===== config.mk =====
export PLATFORM = sky130hd
export DESIGN_NAME = smtp_ram
export DESIGN_NICKNAME = d
export VERILOG_FILES = /design/src/sv/smtp_ram.sv
export SDC_FILE = /design/constraint.sdc
export NUM_CORES = 2
export LEC_CHECK = 0
export ABC_AREA = 1
export BUFFER_PORTS_ARGS = -buffer_cell sky130_fd_sc_hd__buf_2
export CORE_ASPECT_RATIO = 1.5
export CORE_MARGIN = 3
export CORE_UTILIZATION = 50
export CTS_CLUSTER_DIAMETER = 30
export DETAILED_ROUTE_END_ITERATION = 10
export PLACE_DENSITY_LB_ADDON = 0.08
export SLEW_MARGIN = 20
export SYNTH_ARGS = -nofsm -noshare
export SYNTH_HDL_FRONTEND = slang
export SYNTH_SLANG_ARGS = --single-unit
export TNS_END_PERCENT = 20

===== constraint.sdc =====
create_clock -name clk -period 7.4 [get_ports clk]
set_input_delay 1.48 -clock clk [delete_from_list [all_inputs] [get_ports clk]]
set_output_delay 1.48 -clock clk [all_outputs]
set_load 0.02 [all_outputs]

===== src/sv/smtp_ram.sv =====
// ----------------------------------------------------------------------------
// smtp_ram
// Simple dual-port RAM: one write port, one read port with registered data.
// ----------------------------------------------------------------------------
`default_nettype none

module smtp_ram #(
  parameter int WIDTH = 96,
  parameter int DEPTH = 32
) (
  input  wire logic                     clk,
  input  wire logic                     we,
  input  wire logic [$clog2(DEPTH)-1:0] waddr,
  input  wire logic [WIDTH-1:0]         wdata,
  input  wire logic [$clog2(DEPTH)-1:0] raddr,
  output logic      [WIDTH-1:0]         rdata
);

  logic [WIDTH-1:0] mem [DEPTH];

  always_ff @(posedge clk) begin
    if (we) begin
      mem[waddr] <= wdata;
    end
    rdata <= mem[raddr];
  end

endmodule

`default_nettype wire


==> metrics.cfg <==
[worst_setup_path]
r2r_cells = 8
startpoint = raddr[0]
criticalPathCategory = input port to register
endpoint_kind = register
rrSetupSlack_ns = 5.97
path_common_cell = nand3_1
path_cells = buf_8, buf_12, buf_12, nand2_1, nand3_1, nand3_1, nand3_1, nand3_1, nand2_1
endpoint = rdata[14]
cpPeakStageDelay_ns = 0.51
worst_path_max_delay_cell = buf_12
cp.required_ns = 8.25
worstReg2RegStart = mem[23][68]
arrival_ns = 4.45
worstPathMaxFanout = 187
start_kind = input port
reg2reg_to = rdata[68]

[sta]
hold_viol = 0
setup-tns-final_ns = 0
relSlewSlack_pct = 14.9
setup_ws_ns = 3.80
finalCritPeriodShare_pct = 48.7
worst_slew_pin_slew_ns = 1.28
slew_viol_final = 0
grt_setup_unrepaired = no
fmax_mhz = 277
setup_violations = 0
fin_hold_ws_ns = 0.695
period_needed_ns = 3.60
skew_ns = 0.0315

[clocking]
cts_setup_buffers = 0
clk-insertion-delay-late_ns = 0.92
cts.sinks = 3168
cts_hold_buffers = 0
cts_tree = yes
ctsResizeCount = 0
cts_buffers = 480
clockBufferDepth = 4
path_clk_slew_ns = 0.06
htreeDepth = 5
root_buffer = clkbuf_16

[drt]
wirelength_um = 367000
ant_nets = 0
drc = 0
drtIter0Drc = 8695
wire_per_inst_um = 26.2
via_per_inst = 5.83
firstDrtPassIters = 8
via_count = 81633

[placement]
dp_slack_ns = 2.98
dpl_cell_area_um2 = 128000
dpl.cell_count = 13081
globalplace.congestion = 0.775
hpwl_um = 163000
io_buffers = 203

[status]
status = finished clean

[synth]
synth.distinct_cells = 15
syn_avg_cell_area_um2 = 12.4
ys_ff_latch = 3168
ys_warn_count = 0
yosysSeqAreaShare_pct = 75.3
syn_inst = 10125
syn_nets = 10233
synthesis.area_um2 = 125000

[global_routing]
grt_overflow = 0
grt_use_total_pct = 28.2
grt_max_degree = 222
grt_pass1_wl_um = 538000
grt_pass1_vias = 81185
antenna_found_initial = 34

[finish]
post-route-util_pct = 58.4
final_cell_mix = nand2_1 (3558), edfxtp_1 (3072), nand3_1 (2697), clkbuf_16 (488), buf_2 (198)
final_common_cell = nand2_1
final_cell_count_no_fill = 14001
multi_input_area_um2 = 27200
area_delta_synth_final_pct = 16.1
final_area_um2 = 145000
nFillCells = 19707
drive_gt1_share_pct = 11.1
regArea_um2 = 94200
nets = 10394

[floorplanning]
die_w_um = 414
die_h_um = 619
io_pins = 204
core_area_um2 = 249000
initial_utilization_pct = 50.3
die_area_um2 = 256000
num_rows = 224

[pwr]
p_leak_nw = 52.3
p_per_area_nw_per_um2 = 314
p_total_mw = 45.5
ir_worst_vdd_mv = 0.223

[hold_path]
worstHoldPathType = register to register

[job]
max_cap_violations = 0

state kept, by name, indices dropped and copies added, names as in the netlist:
| register | cells |
|---|---|
| mem | 3072 |
| rdata | 96 |
synth_stat cells:
master | instances | area [um2]
buf_8 | 2 | 30.0
clkinv_1 | 2 | 7.51
buf_6 | 96 | 1080
inv_1 | 6 | 22.5
nor2_1 | 32 | 120
edfxtp_1 | 3072 | 92200
buf_2 | 380 | 1900
buf_4 | 54 | 405
clkbuf_1 | 92 | 345
inv_4 | 1 | 6.26
inv_2 | 1 | 3.75
nand2_1 | 3558 | 13400
dfxtp_1 | 96 | 1920
buf_1 | 36 | 135
nand3_1 | 2697 | 13500
worst min path at each step:
stage / start / end / slack, ns / cells after the start
after detailed placement: mem[4][41] / rdata[41] / 0.69 / 6
after global routing: mem[25][64] / rdata[64] / 0.76 / 6
after CTS: mem[0][41] / rdata[41] / 0.70 / 6
final: mem[4][82] / rdata[82] / 0.70 / 6
after global placement: mem[18][19] / rdata[19] / 0.68 / 6
after floorplan: mem[20][10] / rdata[10] / 0.64 / 6
per-layer routing:
| metal | vias to the layer above | routed length (um) | global-route usage (%) | share of wire [%] |
|---|---|---|---|---|
| met1 | 41149 | 150000 | 38.2 | 41 |
| met2 | 3431 | 179000 | 47.6 | 49 |
| met3 | 602 | 27400 | 4.36 | 7.5 |
| met5 | - | 117 | 0 | 0.032 |
| li1 | 36435 | - | - | - |
| met4 | 16 | 9800 | 8.35 | 2.7 |
power breakdown:
group / total (mW) / switching [mW] / internal, mW / leakage, nW
Sequential: 20.1 / 0.0992 / 20.0 / 28.5
Clock: 23.3 / 8.40 / 14.9 / 8.08
Combinational: 2.22 / 1.68 / 0.535 / 15.7
Total: 45.5 / 10.2 / 35.4 / 52.3
final cells by class:
type	instances	area share [%]
flip-flops and latches	3168	64.9
multi-input cells	6287	18.7
clock buffers	553	8.70
clock inverters	352	2.90
well taps	3277	2.82
repair buffers	339	1.89
inverters	10	0.0577
diodes	15	0.0259
logic make-up after synthesis:
group	synth area share (%)
flip-flops	75.3
buffers and inverters	3.15
AND/OR/NAND/NOR	21.6
critical path: cells and delay by family:
kind          cells  cell delay, ns
buf+inv           3            1.40
simple gates      6            0.85
(Power assumes the default switching activity.)
